<file path="src/hdl/dqd_pkg.sv">
// Shared types and constants for the dual quadrature decoder.
// No dependencies; dqd_channel, the top level and the checker import this package.
`default_nettype none

package dqd_pkg;

	// Counter width default and width of the count/preset fields on the ports
	localparam int COUNT_WIDTH_DEF = 16;
	localparam int FIELD_W         = 16;

	// Counter value after reset, masked to the counter width where used
	localparam logic [31:0] RESET_COUNT = 32'd32767;

	typedef logic [1:0] phase_t;

	// Per-channel event codes
	typedef enum logic [1:0] {
		EV_NONE = 2'd0,
		EV_INC  = 2'd1,
		EV_DEC  = 2'd2,
		EV_BAD  = 2'd3
	} evt_t;

	// Request kinds
	typedef enum logic {
		REQ_SAMPLE = 1'b0,
		REQ_PRESET = 1'b1
	} req_kind_t;

	// Gray-code neighbors of each phase: slot 0 first, slot 1 second
	localparam phase_t SUCC_TBL [4][2] = '{
		'{2'd1, 2'd2},
		'{2'd3, 2'd0},
		'{2'd0, 2'd3},
		'{2'd2, 2'd1}
	};

	// Control from the top level to each channel
	typedef struct packed {
		logic advance;
		logic preset;
	} chan_ctrl_t;

endpackage

`default_nettype wire

</file>
<file path="src/hdl/dqd_req_if.sv">
// Request channel: valid/ready handshake carrying one sample or preset beat.
// Standalone interface, no package dependency.
`default_nettype none

interface dqd_req_if;
	logic        valid;
	logic        ready;
	logic        req_type;
	logic [1:0]  left_phase;
	logic [1:0]  right_phase;
	logic [15:0] preset_value;

	modport source (
		output valid, req_type, left_phase, right_phase, preset_value,
		input  ready
	);
	modport sink (
		input  valid, req_type, left_phase, right_phase, preset_value,
		output ready
	);
endinterface

`default_nettype wire

</file>
<file path="src/hdl/dqd_rsp_if.sv">
// Response channel: valid/ready handshake carrying both counts and events.
// Standalone interface, no package dependency.
`default_nettype none

interface dqd_rsp_if;
	logic        valid;
	logic        ready;
	logic [15:0] left_count;
	logic [15:0] right_count;
	logic [1:0]  left_event;
	logic [1:0]  right_event;

	modport source (
		output valid, left_count, right_count, left_event, right_event,
		input  ready
	);
	modport sink (
		input  valid, left_count, right_count, left_event, right_event,
		output ready
	);
endinterface

`default_nettype wire

</file>
<file path="src/hdl/dqd_channel.sv">
// One decoder channel: position counter, last phase and the x4 step decode.
// Depends on dqd_pkg.
`default_nettype none

module dqd_channel #(
	parameter int   COUNT_WIDTH = dqd_pkg::COUNT_WIDTH_DEF,
	parameter logic UP_SLOT     = 1'b1
) (
	input  logic                   clk,
	input  logic                   arst_n,
	input  dqd_pkg::chan_ctrl_t    ctrl,
	input  dqd_pkg::phase_t        phase,
	input  logic [COUNT_WIDTH-1:0] preset_value,
	output logic [COUNT_WIDTH-1:0] count_nxt,
	output dqd_pkg::evt_t          evt_nxt
);
	import dqd_pkg::*;

	logic [COUNT_WIDTH-1:0] count_q;
	phase_t                 last_q;

	// Step decode against the neighbors of the last phase
	always_comb begin
		count_nxt = count_q;
		evt_nxt   = EV_NONE;
		if (ctrl.preset) begin
			count_nxt = preset_value;
		end else if (phase == last_q) begin
			evt_nxt = EV_NONE;
		end else if (phase == SUCC_TBL[last_q][UP_SLOT]) begin
			count_nxt = count_q + COUNT_WIDTH'(1);
			evt_nxt   = EV_INC;
		end else if (phase == SUCC_TBL[last_q][~UP_SLOT]) begin
			count_nxt = count_q - COUNT_WIDTH'(1);
			evt_nxt   = EV_DEC;
		end else begin
			evt_nxt = EV_BAD;
		end
	end

	// Channel state; a preset leaves the last phase alone
	always_ff @(posedge clk or negedge arst_n) begin
		if (!arst_n) begin
			count_q <= RESET_COUNT[COUNT_WIDTH-1:0];
			last_q  <= '0;
		end else if (ctrl.advance) begin
			count_q <= count_nxt;
			if (!ctrl.preset) begin
				last_q <= phase;
			end
		end
	end

endmodule

`default_nettype wire

</file>
<file path="src/hdl/dual_quadrature_decoder_top.sv">
// Top level of the two-channel x4 quadrature decoder.
// Depends on dqd_pkg, dqd_req_if, dqd_rsp_if and dqd_channel.
//
// Each request beat is either a phase sample for both encoders or a preset
// that loads both position counters; every beat returns exactly one response
// with both counts and a per-channel event code (none, up, down, or an
// invalid two-step jump that leaves the count alone). Beats go through an
// input register and then a result register, from which the response is
// offered. One beat is taken every cycle as long as the response side keeps
// taking results. The count and last-phase registers of each channel are
// read, updated and written back in that single cycle.
// Counters are COUNT_WIDTH bits, reset to 32767 masked to that width, and
// wrap; counts are shown on 16-bit fields (zero-extended or truncated).
`default_nettype none

module dual_quadrature_decoder_top #(
	parameter int COUNT_WIDTH = dqd_pkg::COUNT_WIDTH_DEF
) (
	input logic       clk,
	input logic       arst_n,
	dqd_req_if.sink   req,
	dqd_rsp_if.source rsp
);
	import dqd_pkg::*;

	// Input register
	logic                  valid_s1;
	req_kind_t             req_type_s1;
	phase_t                left_phase_s1;
	phase_t                right_phase_s1;
	logic [FIELD_W-1:0]    preset_value_s1;

	// Result register
	logic                  valid_s2;
	logic [FIELD_W-1:0]    left_count_s2;
	logic [FIELD_W-1:0]    right_count_s2;
	evt_t                  left_event_s2;
	evt_t                  right_event_s2;

	logic                        adv_s1;
	chan_ctrl_t                  ctrl;
	logic [COUNT_WIDTH+FIELD_W-1:0] preset_ext;
	logic [COUNT_WIDTH-1:0]      preset_cw;
	logic [COUNT_WIDTH-1:0]      left_cnt_nxt;
	logic [COUNT_WIDTH-1:0]      right_cnt_nxt;
	logic [COUNT_WIDTH+FIELD_W-1:0] left_cnt_ext;
	logic [COUNT_WIDTH+FIELD_W-1:0] right_cnt_ext;
	evt_t                        left_evt_nxt;
	evt_t                        right_evt_nxt;

	// Handshake: stage 1 moves when the result register is free or draining
	assign adv_s1    = valid_s1 && (!valid_s2 || rsp.ready);
	assign req.ready = !valid_s1 || adv_s1;

	assign ctrl.advance = adv_s1;
	assign ctrl.preset  = (req_type_s1 == REQ_PRESET);

	// Width adaptation between 16-bit fields and the counters
	assign preset_ext    = {{COUNT_WIDTH{1'b0}}, preset_value_s1};
	assign preset_cw     = preset_ext[COUNT_WIDTH-1:0];
	assign left_cnt_ext  = {{FIELD_W{1'b0}}, left_cnt_nxt};
	assign right_cnt_ext = {{FIELD_W{1'b0}}, right_cnt_nxt};

	// Input register
	always_ff @(posedge clk or negedge arst_n) begin
		if (!arst_n) begin
			valid_s1 <= 1'b0;
		end else if (req.ready) begin
			valid_s1 <= req.valid;
		end
	end

	always_ff @(posedge clk) begin
		if (req.valid && req.ready) begin
			req_type_s1     <= req_kind_t'(req.req_type);
			left_phase_s1   <= req.left_phase;
			right_phase_s1  <= req.right_phase;
			preset_value_s1 <= req.preset_value;
		end
	end

	// Left channel counts up on the second neighbor
	dqd_channel #(
		.COUNT_WIDTH (COUNT_WIDTH),
		.UP_SLOT     (1'b1)
	) u_left (
		.clk          (clk),
		.arst_n       (arst_n),
		.ctrl         (ctrl),
		.phase        (left_phase_s1),
		.preset_value (preset_cw),
		.count_nxt    (left_cnt_nxt),
		.evt_nxt      (left_evt_nxt)
	);

	// Right channel counts up on the first neighbor
	dqd_channel #(
		.COUNT_WIDTH (COUNT_WIDTH),
		.UP_SLOT     (1'b0)
	) u_right (
		.clk          (clk),
		.arst_n       (arst_n),
		.ctrl         (ctrl),
		.phase        (right_phase_s1),
		.preset_value (preset_cw),
		.count_nxt    (right_cnt_nxt),
		.evt_nxt      (right_evt_nxt)
	);

	// Result register
	always_ff @(posedge clk or negedge arst_n) begin
		if (!arst_n) begin
			valid_s2 <= 1'b0;
		end else if (!valid_s2 || rsp.ready) begin
			valid_s2 <= valid_s1;
		end
	end

	always_ff @(posedge clk) begin
		if (adv_s1) begin
			left_count_s2  <= left_cnt_ext[FIELD_W-1:0];
			right_count_s2 <= right_cnt_ext[FIELD_W-1:0];
			left_event_s2  <= left_evt_nxt;
			right_event_s2 <= right_evt_nxt;
		end
	end

	assign rsp.valid       = valid_s2;
	assign rsp.left_count  = left_count_s2;
	assign rsp.right_count = right_count_s2;
	assign rsp.left_event  = left_event_s2;
	assign rsp.right_event = right_event_s2;

endmodule

`default_nettype wire

</file>
<file path="src/flat_wrapper.sv">
// flat-port wrapper written by rule: the top's interface ports become plain ports
module dual_quadrature_decoder_top_flat import dqd_pkg::*;
#(
	parameter int COUNT_WIDTH = dqd_pkg::COUNT_WIDTH_DEF
)
  (clk, arst_n, req_valid, req_req_type, req_left_phase, req_right_phase, req_preset_value, req_ready, rsp_valid, rsp_left_count, rsp_right_count, rsp_left_event, rsp_right_event, rsp_ready);
  dqd_req_if req_i ();
  dqd_rsp_if rsp_i ();
  input logic clk;
  input logic arst_n;
  input wire logic [$bits(req_i.valid)-1:0] req_valid;
  input wire logic [$bits(req_i.req_type)-1:0] req_req_type;
  input wire logic [$bits(req_i.left_phase)-1:0] req_left_phase;
  input wire logic [$bits(req_i.right_phase)-1:0] req_right_phase;
  input wire logic [$bits(req_i.preset_value)-1:0] req_preset_value;
  output wire logic [$bits(req_i.ready)-1:0] req_ready;
  output wire logic [$bits(rsp_i.valid)-1:0] rsp_valid;
  output wire logic [$bits(rsp_i.left_count)-1:0] rsp_left_count;
  output wire logic [$bits(rsp_i.right_count)-1:0] rsp_right_count;
  output wire logic [$bits(rsp_i.left_event)-1:0] rsp_left_event;
  output wire logic [$bits(rsp_i.right_event)-1:0] rsp_right_event;
  input wire logic [$bits(rsp_i.ready)-1:0] rsp_ready;
  assign req_i.valid = req_valid;
  assign req_i.req_type = req_req_type;
  assign req_i.left_phase = req_left_phase;
  assign req_i.right_phase = req_right_phase;
  assign req_i.preset_value = req_preset_value;
  assign req_ready = req_i.ready;
  assign rsp_valid = rsp_i.valid;
  assign rsp_left_count = rsp_i.left_count;
  assign rsp_right_count = rsp_i.right_count;
  assign rsp_left_event = rsp_i.left_event;
  assign rsp_right_event = rsp_i.right_event;
  assign rsp_i.ready = rsp_ready;
  dual_quadrature_decoder_top #(.COUNT_WIDTH(COUNT_WIDTH)) u_core (.clk(clk), .arst_n(arst_n), .req(req_i), .rsp(rsp_i));
endmodule
</file>
<file path="config.mk">
export PLATFORM = sky130hd
export DESIGN_NAME = dual_quadrature_decoder_top_flat
export DESIGN_NICKNAME = d
export VERILOG_FILES = /design/src/hdl/dqd_pkg.sv /design/src/hdl/dqd_req_if.sv /design/src/hdl/dqd_rsp_if.sv /design/src/hdl/dqd_channel.sv /design/src/hdl/dual_quadrature_decoder_top.sv /design/src/flat_wrapper.sv
export SDC_FILE = /design/constraint.sdc
export NUM_CORES = 1
export LEC_CHECK = 0
export BUFFER_PORTS_ARGS = -buffer_cell sky130_fd_sc_hd__buf_2
export CAP_MARGIN = 20
export CELL_PAD_IN_SITES_DETAIL_PLACEMENT = 1
export CELL_PAD_IN_SITES_GLOBAL_PLACEMENT = 1
export CORE_UTILIZATION = 41
export DETAILED_ROUTE_END_ITERATION = 6
export GPL_TIMING_DRIVEN = 0
export PLACE_DENSITY_LB_ADDON = 0.1
export SETUP_SLACK_MARGIN = 0.5
export SLEW_MARGIN = 20
export SYNTH_ARGS = -nofsm -noshare
export SYNTH_HDL_FRONTEND = slang
export SYNTH_SLANG_ARGS = --single-unit
</file>
<file path="constraint.sdc">
create_clock -name clk -period 2.6 [get_ports clk]
set_input_delay 0.26 -clock clk [delete_from_list [all_inputs] [get_ports clk]]
set_output_delay 0.26 -clock clk [all_outputs]
set_load 0.005 [all_outputs]
</file>
# ---- After elaboration in Yosys (flattened, before gate mapping)
# Cells that the tools add are included.
dict set report classes {
  add_sub_neg 4
  magnitude_cmp 2
  n_eq_ne 6
  n_mux 18
  bitwise 3
  n_reduce_logical 11
}
# operator count
set op_table {}
lappend op_table {{16-bit two-way mux} 8}
lappend op_table {{16-bit by 1-bit adder with 16-bit output, second input constant} 2}
lappend op_table {{16-bit by 1-bit subtractor with 16-bit output, second input constant} 2}
lappend op_table {{4-bit binary-select mux with 2-bit select} 2}
lappend op_table {{4-bit two-way mux} 4}
lappend op_table {{2-bit equality test} 6}
lappend op_table {{3-bit >= comparator, second input constant} 2}
lappend op_table {{2-bit inverter with 3-bit output} 2}
lappend op_table {{3-bit OR reduction} 2}
lappend op_table {{1-bit two-way mux} 4}
lappend op_table {{2-bit OR reduction} 2}
lappend op_table {{1-bit logical AND} 2}
lappend op_table {{1-bit zero test} 2}
lappend op_table {{1-bit logical OR} 2}
lappend op_table {{2-bit AND reduction} 1}
lappend op_table {{1-bit inverter} 1}
dict set report word_totals {
  ff_bits 95
  in_bits 25
  out_inout_bits 38
  elab_cells 60
}

# ---- Logic depth before layout (Yosys ltp)
# Gate-level depths: netlist of the first run.
dict set report logic_depth {
  word_depth 9
  ltp_mapped 8
  depth_no_buf 7
}

# ---- By module
# From an unflattened synthesis of the first run, not the netlist that was laid out.
dict set report hier_totals {
  cells_unflattened 589
  area_unflattened_um2 5829.3
}
# module instances cells_per_inst area_per_inst_um2 seq_area_each_um2
set by_module_without_submodules {}
lappend by_module_without_submodules {{dqd_channel (u_core.u_right)} 1 258 2011.9 469.2}
lappend by_module_without_submodules {{dqd_channel (u_core.u_left)} 1 266 2001.9 469.2}
lappend by_module_without_submodules {dual_quadrature_decoder_top 1 65 1815.5 1761.7}

# ---- Least setup slack after synthesis of the first run
# No wires, ideal clock.
dict set report synth_path {
  kind {register to register}
  start {reg u_core.valid_s2, in the netlist u_core.rsp.valid}
  end {reg u_core.left_count_s2[0], in the netlist u_core.rsp.left_count[0], enable pin}
  setup_time_ns 0.414
  t_arrival_ns 2.204
  t_required_ns 2.186
  setup_slack_ns -0.018
  stages_incl_launch_ff 6
  path_buffers 2
  period_less_slack_ns 2.618
  path_cell_list {dfrtp_1 > nand2b_1 > nand2_1 > inv_1 > clkbuf_1 > buf_1}
}
dict set report synth_via {
  elab_chain_cells 3
}
# element line
set synth_lines {}
lappend synth_lines {{start: declaration} dual_quadrature_decoder_top.sv:34} ;# logic valid_s2;
lappend synth_lines {{start signal: assignment} dual_quadrature_decoder_top.sv:115} ;# valid_s2 <= valid_s1;
lappend synth_lines {{1-bit zero test} dual_quadrature_decoder_top.sv:52} ;# assign adv_s1 = valid_s1 && (!valid_s2 || rsp.ready);
lappend synth_lines {{1-bit logical OR} dual_quadrature_decoder_top.sv:52}
lappend synth_lines {{1-bit logical AND} dual_quadrature_decoder_top.sv:52}
lappend synth_lines {{net u_core.adv_s1} dual_quadrature_decoder_top.sv:40} ;# logic adv_s1;
lappend synth_lines {{end signal: assignment} dual_quadrature_decoder_top.sv:121} ;# left_count_s2 <= left_cnt_ext[FIELD_W-1:0];
lappend synth_lines {{end: declaration} dual_quadrature_decoder_top.sv:35} ;# logic [FIELD_W-1:0] left_count_s2;
# The timed path passes the listed nets, and every way through them passes these cells.
# A chain may end at the register's enable or synchronous reset.

# ---- Worst setup path in the final report of the first run
dict set report layout_path {
  start {reg u_core.u_right.count_q[7]}
  end {reg u_core.right_count_s2[15], in the netlist u_core.rsp.right_count[15] (data pin)}
}
dict set report layout_via {
  elab_chain_cells 5
  word_cells_on_any_way 6
  classes_between {2 x add/sub; 4 x mux}
}
# element line
set layout_lines {}
lappend layout_lines {{start: declaration} dqd_channel.sv:19} ;# logic [COUNT_WIDTH-1:0] count_q;
lappend layout_lines {{start signal: assignment} dqd_channel.sv:44} ;# count_q <= RESET_COUNT[COUNT_WIDTH-1:0];
lappend layout_lines {{start signal: assignment} dqd_channel.sv:47} ;# count_q <= count_nxt;
lappend layout_lines {{16-bit by 1-bit subtractor with 16-bit output} dqd_channel.sv:34} ;# count_nxt = count_q - COUNT_WIDTH'(1);
lappend layout_lines {{16-bit two-way mux} dqd_channel.sv:33} ;# end else if (phase == SUCC_TBL[last_q][~UP_SLOT]) begin
lappend layout_lines {{16-bit two-way mux (*)} dqd_channel.sv:30} ;# end else if (phase == SUCC_TBL[last_q][UP_SLOT]) begin
lappend layout_lines {{16-bit two-way mux (*)} dqd_channel.sv:28} ;# end else if (phase == last_q) begin
lappend layout_lines {{16-bit two-way mux (*)} dqd_channel.sv:26} ;# if (ctrl.preset) begin
lappend layout_lines {{net u_core.right_cnt_nxt[15]} dual_quadrature_decoder_top.sv:45} ;# logic [COUNT_WIDTH-1:0] right_cnt_nxt;
lappend layout_lines {{end signal: assignment} dual_quadrature_decoder_top.sv:122} ;# right_count_s2 <= right_cnt_ext[FIELD_W-1:0];
lappend layout_lines {{end: declaration} dual_quadrature_decoder_top.sv:36} ;# logic [FIELD_W-1:0] right_count_s2;
# Mark *: on every way through the listed nets, which the timed path passes. The rest lies on a longest branch.

==> results of run 1 <==
## cells in the final DEF (no fill, tap or decap), drive strengths merged, types with 4 or more instances in the layout
cell,synthesis,final
dfrtp,8,8
o211ai,4,4
nand2b,7,7
buf,8,182
ha,4,4
mux2,17,17
clkbuf,39,38
a221o,4,4
inv,11,13
nor2,39,39
a21oi,27,27
nand4,8,8
o31ai,4,4
and3,4,4
xor2,13,13
nand3b,5,5
nand2,50,50
nor3,13,13
nor4,4,4
or3,8,8
or4,9,9
edfxtp,57,57
o22ai,21,21
a2bb2oi,4,4
mux2i,9,9
o21ai,38,38
nand3,23,23
xnor2,25,25
dfstp,30,30
## metal layers
layer,vias to the layer above,routed length [um]
met5,-,0
met1,2557,8378
met4,0,503
li1,2304,-
met2,141,10220
met3,34,918
## worst min path at each step
stage | to | cells past startpoint | slack, ns
3_5_place_dp | u_core.preset_cw[15] | 1 | 0.44
5_1_grt | u_core.preset_cw[15] | 1 | 0.06
6_report | u_core.preset_cw[6] | 1 | 0.07
3_3_place_gp | u_core.preset_cw[14] | 1 | 0.44
4_1_cts | u_core.preset_cw[6] | 1 | 0.06
2_1_floorplan | u_core.rsp.valid | 0 | -0.04
## metrics by stage
step	util (%)	total power [uW]
2_1_floorplan	-	3507
3_3_place_gp	47.48	3990
3_5_place_dp	47.49	4068
4_1_cts	57.31	5989
5_1_grt	63.65	6973
6_report	63.65	6692
## registers in the layout (all words and copies together), names as in the netlist, 2 cells and up
register                count
u_core.preset_cw           16
u_core.left_phase_s1        2
u_core.u_left.last_q        2
u_core.u_right.count_q     16
u_core.u_left.count_q      16
u_core.rsp.right_event      2
u_core.right_phase_s1       2
u_core.rsp.left_count      16
u_core.rsp.right_count     16
u_core.u_right.last_q       2
u_core.rsp.left_event       2
## repair_timing
action,CTS,global route
pin swaps,38,60
gates resized for setup,123,110
endpoints found under the setup margin,94,94
hold endpoints to repair,0,0
buffers inserted,49,52
## where the power goes
group          internal, uW  switching, uW
sequential             2020            214
clock                   753            611
combinational          1460           1630
## worst max-delay path, cell delays in order, from the launching register on
cell     delay [ns]
dfstp_2        0.37
buf_6          0.11
or4_4          0.54
or4_4          0.47
nor4b_4        0.25
o21ai_2        0.14
xnor2_1        0.15
mux2_4         0.27
## cell type report
type	instances	share of cell area (%)
Inverter	11	0.5119
Clock inverter	6	0.8532
Buffer	47	5.306
Multi-Input combinational cell	378	39.56
Timing Repair Buffer	163	14.78
Clock buffer	10	2.839
Tap cell	172	2.668
Sequential cell	95	33.48
## logic make-up (layout without fill, tap and decap cells)
kind of cell	Yosys count	count (layout)	share of synthesized area, %
buf+inv	58	237	4.478
simple gates	183	183	17.28
xor+xnor	38	38	6.378
mux	26	26	5.275
compound gates	127	127	15.05
fa+ha+maj	4	4	0.9379
flops	95	95	50.60
==> summary.txt, run 1 <==
maximum vdd drop - 0.6584 mV
fmax - 392.4 MHz
num rows - 41
final setup skew - 0.01070 ns
final instance area - 0.008065 mm^2
Post-synth ARST share - 40.00%
area of the multi-input gates - 0.003191 mm^2
CP Launch Type - flop
Critical Path Source - u_core.u_right.count_q[7]
Primary FF master, synth - edfxtp_1
status - complete, no violations
critical path endpoint - u_core.rsp.right_count[15]
power per cell area - 829.7 mW/mm^2
placed cell count - 765
Place WS - -0.3670 ns
cell with the most instances after synthesis - edfxtp_1
final cell count without fillers - 882
Least-Margin Pin Slew - 0.9868 ns
critical setup path kind - flop to flop
H-tree depth - 3
Final Hold Fails - 0
vias in the first global route - 4948
Seq/Total Area, Yosys - 50.60%
reg2reg path depth - 7
routed len/inst - 22.70 um
GRT overflow - 0
largest net degree at the start of global routing - 46
initial antenna violation count - 0
Rel. slew slack - 34.21%
fillers - 1355
vias per inst - 5.710
critical path arrival - 2.66 ns
synth top area cells - edfxtp_1 32%, dfstp_2 15%, xnor2_1 3.9%, dfrtp_1 3.8%, nand2_1 3.5%
R2R Setup Slk - 0.05 ns
Num CTS Buffers - 9
total track usage - 29.15%
crit end category - flop
fin nets - 734
cell area after synthesis - 0.005336 mm^2
die area - 0.01348 mm^2
Area Overhead vs Synth - 51.14%
ratio of cells with drive above 1 in the final layout - 50.70%
clock sink total - 95
die span in y - 116.1 um
Core ar. - 0.01267 mm^2
Final GP Congestion - 0.8425
CTS tree - done
Post-synth EDFFs - 57
Tmin final - 2.548 ns
Critical Path RT - 2.71 ns
port bufs - 62
Top Usage Layer GRT - met2
Synth top area share - 32.08%
Fin Hold WS - 0.07103 ns
Post-Route WL - 20020 um
ANT nets after route - 0
Hold-fix buffers, CTS - 0
worst hold path class - primary input to flop
drt drc - 0
Ports - 63
period utilization - 98.01%
Worst-path clk slew - 0.07 ns
Yosys Warn Count - 0
Die X-Extent - 116.1 um
Max Transition Viols Final - 0
flip-flop and latch area - 0.002700 mm^2
DP Area - 0.006017 mm^2
DP HPWL - 11790 um
clock root buffer - clkbuf_16
Vias - 5036
reg2reg end - u_core.rsp.right_count[15]
Max clock buf depth - 2
Final Setup Violations - 0
Global Route met2 Usage - 48.85%
Max FO, Critical Path - 3
cell count after synthesis - 531
Max Cap Violations - 0
post-synth top area cell - edfxtp_1
clk_lat worst skew - 0.36 ns
Distinct cells, synth - 58
most instantiated cells after synthesis - 57 x edfxtp_1, 50 x nand2_1, 39 x clkbuf_1, 39 x nor2_1, 32 x o21ai_0
fin worst setup slack - 0.05167 ns
Post-Syn Nets - 560
met1 Resource Use GR - 37.82%
Starting Density - 42.12%
First-pass DRT Iterations - 5
R2R Path Start - u_core.u_right.count_q[7]
RSZ-0062 raised after global routing - true
syn avg cell area - 10.05 um^2
initial DRC count - 334
met3 Use GR - 5.335%
first-pass GRT wire length - 28510 um
HP Start - req_preset_value[6]
Lkg Pwr - 0.003166 uW
Final TNS setup - 0 ns
ant diodes - 0
register bit total from synthesis - 95
(Power assumes the default switching activity.)
==> run 2: changes to the inputs <==
==> constraint.sdc (replaced) <==
create_clock -name clk -period 2.6 [get_ports clk]
set_input_delay 0.13 -clock clk [delete_from_list [all_inputs] [get_ports clk]]
set_output_delay 0.13 -clock clk [all_outputs]
set_load 0.005 [all_outputs]
==> summary.txt, run 2 (synthesis gave the netlist of run 1 again) <==
largest net degree at the start of global routing - 46 (unchanged)
clock sink total - 95 (unchanged)
Ports - 63 (unchanged)
area of the multi-input gates - 0.003152 mm^2 (-1.2%)
First-pass DRT Iterations - 5 (unchanged)
Die X-Extent - 116.1 um (unchanged)
first-pass GRT wire length - 28860 um (+1.2%)
Clock power frac - 20.8% (+0.4 points)
Max Transition Viols Final - 0 (unchanged)
ANT nets after route - 0 (unchanged)
CTS tree - done
crit end category - flop
Final GP Congestion - 0.8425 (unchanged)
Lkg Pwr - 0.003222 uW (+1.8%)
power per cell area - 808.0 mW/mm^2 (-2.6%)
Vias - 5073 (+0.73%)
Least-Margin Pin Slew - 1.013 ns (+0.02575 ns)
Starting Density - 42.12% (unchanged)
die area - 0.01348 mm^2 (unchanged)
commonest non-fill, non-tap cell in the layout - buf_4
vias per inst - 5.637 (-1.3%)
final instance area - 0.008193 mm^2 (+1.6%)
most frequent cells in the layout - 70 x buf_4, 63 x buf_2, 57 x edfxtp_1, 43 x nand2_1, 37 x buf_6
critical setup path kind - flop to flop
cell repeated most along the worst path - or4_4
Worst-path clk slew - 0.07 ns (about the same)
drt drc - 0 (unchanged)
maximum vdd drop - 0.5986 mV (-9.1%)
Worst path slowest cell - or4_4
worst path bufs/invs - 1 (unchanged)
DP HPWL - 11790 um (unchanged)
Crit path max-delay family - simple AND/OR/NAND/NOR gates
Area Overhead vs Synth - 53.53%
critical path, cell by cell - buf_6 > or4_4 > or4_4 > nor4b_4 > o21ai_2 > xnor2_1 > mux2_4
Post-Route WL - 20200 um (+0.90%)
internal power - 4196 uW (-0.97%)
Switch Pwr - 2424 uW (-1.2%)
period utilization - 97.92% (about the same)
GRT overflow - 0 (unchanged)
Max clock buf depth - 2 (unchanged)
vias in the first global route - 5081 (+2.7%)
Max Cap Violations - 0 (unchanged)
DP Area - 0.006017 mm^2 (unchanged)
Fin Hold WS - 0.08631 ns (+0.01527 ns)
logic gate share of total power - 45.4% (-0.8 points)
fillers - 1355 (unchanged)
clock root buffer - clkbuf_16
Critical Path RT - 2.71 ns (about the same)
Pwr Total - 6620 uW (-1.1%)
sequential share of power - 33.8% (+0.4 points)
post-layout util - 64.66% (+1.0 points)
ant diodes - 0 (unchanged)
ratio of cells with drive above 1 in the final layout - 48.21% (-2.5 points)
critical path arrival - 2.66 ns (about the same)
final cell count without fillers - 900 (+2.0%)
Slowest Stage Delay on Critical Path - 0.54 ns (about the same)
routed len/inst - 22.45 um (-1.1%)
die span in y - 116.1 um (unchanged)
Tmin final - 2.546 ns (-0.002472 ns)
initial DRC count - 328 (-1.8%)
port bufs - 62 (unchanged)
fin nets - 752 (+2.5%)
Final Setup Violations - 0 (unchanged)
Max FO, Critical Path - 3 (unchanged)
CP Launch Type - flop
Net Sw Frac - 36.62% (-0.064 points)
H-tree depth - 3 (unchanged)
placed cell count - 765 (unchanged)
num rows - 41 (unchanged)
total track usage - 29.43% (+0.28 points)
fmax - 392.8 MHz (about the same)
Num CTS Buffers - 9 (unchanged)
initial antenna violation count - 0 (unchanged)
Core ar. - 0.01267 mm^2 (unchanged)
clk_lat worst skew - 0.37 ns (about the same)
Final Hold Fails - 0 (unchanged)
flip-flop and latch area - 0.002700 mm^2 (unchanged)
Rel. slew slack - 32.50% (-1.7 points)
RSZ-0062 raised after global routing - true
status - complete, no violations
final setup skew - 0.008574 ns (-0.002126 ns)
worst hold path class - primary input to flop
==> run 2: what timing repair did <==
action,in CTS,in global routing
buffers inserted,49,47
setup endpoints to repair,94,96
endpoints found under the hold margin,30,0
resized for setup,123,98
pin swaps,38,52
hold buffers,23,0
==> run 2: per-stage QoR <==
step                setup WS, ns  TNS, ns
floorplan                 0.2160        0
detailed placement       -0.3670   -15.64
global route             0.01855        0
global placement         -0.3114   -12.90
finish                   0.05415        0
CTS                      0.06743        0
==> run 2: metal layers <==
| layer | share of wire, % | global-route usage [%] |
|---|---|---|
| met1 | 43 | 38.25 |
| met2 | 51 | 49.33 |
| met3 | 4.1 | 5.282 |
| met4 | 2.2 | 10.17 |
| met5 | 0 | 0 |
==> run 2: final cells by class <==
class	count	area share (%)
buffer	47	5.223
inverter	11	0.5040
clock inverter	6	0.8400
tap	172	2.627
clock buffer	10	2.795
sequential	95	32.96
multi-input combinational	378	38.47
timing repair buffer	181	16.59
==> run 2: worst paths after layout <==
| check | start | to | slack (ns) | depth (start not counted) |
|---|---|---|---|---|
| worst max-delay path | u_core.u_right.count_q[7] | u_core.rsp.right_count[15] | 0.05 | 7 |
| worst min-delay path | rsp_ready | u_core.rsp.valid | 0.09 | 3 |
| worst max register to register | u_core.u_right.count_q[7] | u_core.rsp.right_count[15] | 0.05 | 7 |
| worst min register to register | u_core.valid_s1 | u_core.rsp.valid | 0.52 | 1 |
| max in group asynchronous | arst_n | u_core.u_left.last_q[0] | 1.49 | 2 |
| min in group asynchronous | arst_n | u_core.u_right.last_q[1] | 0.50 | 2 |
==> run 2: worst reg2reg max path, stage by stage, from the launching register on <==
cell and delay (ns):
dfstp_2 0.37, buf_6 0.11, or4_4 0.54, or4_4 0.47, nor4b_4 0.25, o21ai_2 0.14
xnor2_1 0.15, mux2_4 0.26
==> run 2: power by group through the flow <==
stage                     combinational [uW]  clock (uW)  sequential (uW)
after floorplan                         1330           0             2180
after global placement                  1780           0             2210
after detailed placement                1840           0             2230
after CTS                               2420        1390             2210
after global routing                    3190        1440             2270
final                                   3000        1380             2240
==> run 3: changes to the inputs <==
- SETUP_SLACK_MARGIN: 0.5 -> 0.2
- SKIP_LAST_GASP: unset -> 1
==> summary.txt, run 3 (synthesis gave the netlist of run 1 again) <==
status - complete, no violations
critical setup path kind - flop to flop
clock sink total - 95 (unchanged)
Max Cap Violations - 0 (unchanged)
drt drc - 0 (unchanged)
initial DRC count - 282 (-14%)
period utilization - 98.12% (+0.21 points)
Final Setup Violations - 0 (unchanged)
Critical Path Source - u_core.u_right.count_q[7]
largest net degree at the start of global routing - 46 (unchanged)
power per cell area - 819.7 mW/mm^2 (+1.4%)
crit end category - flop
num rows - 41 (unchanged)
Rel. slew slack - 33.83% (+1.3 points)
Place WS - -0.3885 ns (-0.02156 ns)
HP Start - rsp_ready
Max Transition Viols Final - 0 (unchanged)
initial antenna violation count - 0 (unchanged)
R2R Path Start - u_core.u_right.count_q[7]
ant diodes - 0 (unchanged)
logic gate share of total power - 36.5% (-8.9 points)
Critical Path RT - 2.70 ns (about the same)
Fin Hold WS - 0.07539 ns (-0.01091 ns)
Switch Pwr - 2035 uW (-16%)
critical path, cell by cell - buf_6 > or4_4 > or4_4 > nor4b_4 > o21ai_2 > xnor2_1 > mux2_2
Final Hold Fails - 0 (unchanged)
Lkg Pwr - 0.002627 uW (-18%)
Num CTS Buffers - 9 (unchanged)
Slowest Stage Delay on Critical Path - 0.53 ns (about the same)
clock root buffer - clkbuf_16
Die X-Extent - 116.1 um (unchanged)
Post-Route WL - 17550 um (-13%)
Max FO, Critical Path - 3 (unchanged)
DP HPWL - 11660 um (-1.1%)
maximum vdd drop - 0.5151 mV (-14%)
ANT nets after route - 0 (unchanged)
sequential share of power - 40.2% (+6.4 points)
internal power - 3685 uW (-12%)
CP Launch Type - flop
CTS tree - done
GRT overflow - 0 (unchanged)
total track usage - 27.69% (-1.7 points)
die span in y - 116.1 um (unchanged)
Clock power frac - 23.3% (+2.5 points)
cell repeated most along the worst path - or4_4
most frequent cells in the layout - 64 x buf_2, 57 x edfxtp_1, 47 x nand2_1, 35 x nor2_1
Tmin final - 2.551 ns (+0.005350 ns)
port bufs - 62 (unchanged)
first-pass GRT wire length - 27230 um (-5.6%)
critical path arrival - 2.65 ns (about the same)
Final GP Congestion - 0.8420 (about the same)
commonest non-fill, non-tap cell in the layout - buf_2
RSZ-0062 raised after global routing - true
fin worst setup slack - 0.04880 ns (-0.005350 ns)
Crit path max-delay family - simple AND/OR/NAND/NOR gates
H-tree depth - 3 (unchanged)
Vias - 4658 (-8.2%)
vias in the first global route - 4810 (-5.3%)
Net Sw Frac - 35.58% (-1.0 points)
Least-Margin Pin Slew - 0.9926 ns (-0.01998 ns)
vias per inst - 5.660 (+0.41%)
Max clock buf depth - 2 (unchanged)
clk_lat worst skew - 0.35 ns (-0.02 ns)
Ports - 63 (unchanged)
Core ar. - 0.01267 mm^2 (unchanged)
Worst-path clk slew - 0.07 ns (about the same)
Worst path slowest cell - or4_4
Area Overhead vs Synth - 30.76%
die area - 0.01348 mm^2 (unchanged)
First-pass DRT Iterations - 5 (unchanged)
worst path bufs/invs - 1 (unchanged)
Starting Density - 42.12% (unchanged)
ratio of cells with drive above 1 in the final layout - 33.79% (-14 points)
worst hold path class - primary input to flop
fin nets - 675 (-10%)
final setup skew - 0.01030 ns (+0.001730 ns)
fmax - 392.0 MHz (-0.21%)
routed len/inst - 21.32 um (-5.0%)
fillers - 1396 (+3.0%)
## run 3: cell types whose count changed in the layout (fill, tap and decap cells not counted), sizes merged
cell | before | now
buf | 176 | 97
clkbuf | 39 | 43
inv | 13 | 11
clkinv | 2 | 3
clkinvlp | 1 | 0
## run 3: path summary, 6_finish.rpt
kind,end,slack (ns),depth (start not counted)
worst max register to register,u_core.rsp.right_count[15],0.05,7
worst min-delay path,u_core.rsp.valid,0.08,3
min in group asynchronous,u_core.u_right.count_q[15],0.52,2
worst max-delay path,u_core.rsp.right_count[15],0.05,7
max in group asynchronous,u_core.u_left.last_q[0],1.49,2
worst min register to register,u_core.rsp.valid,0.50,1
## run 3: final cells by class
| type | count | area [um^2] | area share, % |
|---|---|---|---|
| multi-input cells | 378 | 2743 | 39.30 |
| flip-flops and latches | 95 | 2700 | 38.69 |
| repair buffers | 112 | 750.7 | 10.76 |
| plain buffers | 39 | 242.7 | 3.479 |
| clock buffers | 12 | 236.5 | 3.389 |
| well taps | 172 | 215.2 | 3.084 |
| clock inverters | 4 | 48.80 | 0.6993 |
| inverters | 11 | 41.29 | 0.5917 |
## run 3: timing repair
item,CTS,global route
hold endpoints to repair,30,0
resized for setup,61,31
buffers inserted,20,7
hold buffers,23,0
setup endpoints to repair,87,30
pin swaps,17,11
## run 3: per-layer routing
| layer | share of wire, % | GRT usage [%] |
|---|---|---|
| met1 | 45 | 37.29 |
| met2 | 48 | 45.00 |
| met3 | 4.7 | 4.132 |
| met4 | 2.4 | 10.68 |
| met5 | 0 | 0 |
## run 3: metrics by stage
step / util, % / instances / cell area [um^2] / setup TNS (ns) / total power (uW)
floorplan: - / 531 / 5354 / 0 / 3415
global placement: 46.40 / 765 / 5879 / -17.50 / 3905
detailed placement: 46.36 / 765 / 5874 / -13.10 / 3965
CTS: 53.65 / 816 / 6798 / 0 / 5582
global route: 55.07 / 823 / 6978 / 0 / 6028
finish: 55.07 / 823 / 6978 / 0 / 5720
## run 3: power by group through the flow
| stage | clock network (uW) | logic [uW] | registers, uW |
|---|---|---|---|
| 5_1_grt | 1400 | 2290 | 2340 |
| 4_1_cts | 1340 | 1950 | 2290 |
| 6_report | 1330 | 2090 | 2300 |
| 3_5_place_dp | 0 | 1740 | 2220 |
| 2_1_floorplan | 0 | 1240 | 2180 |
| 3_3_place_gp | 0 | 1700 | 2200 |
## run 3: worst register-to-register path, cell delays in order (launching register included)
cell and delay, ns:
dfstp_2 0.37, buf_6 0.11, or4_4 0.53, or4_4 0.47, nor4b_4 0.25, o21ai_2 0.14
xnor2_1 0.15, mux2_2 0.27
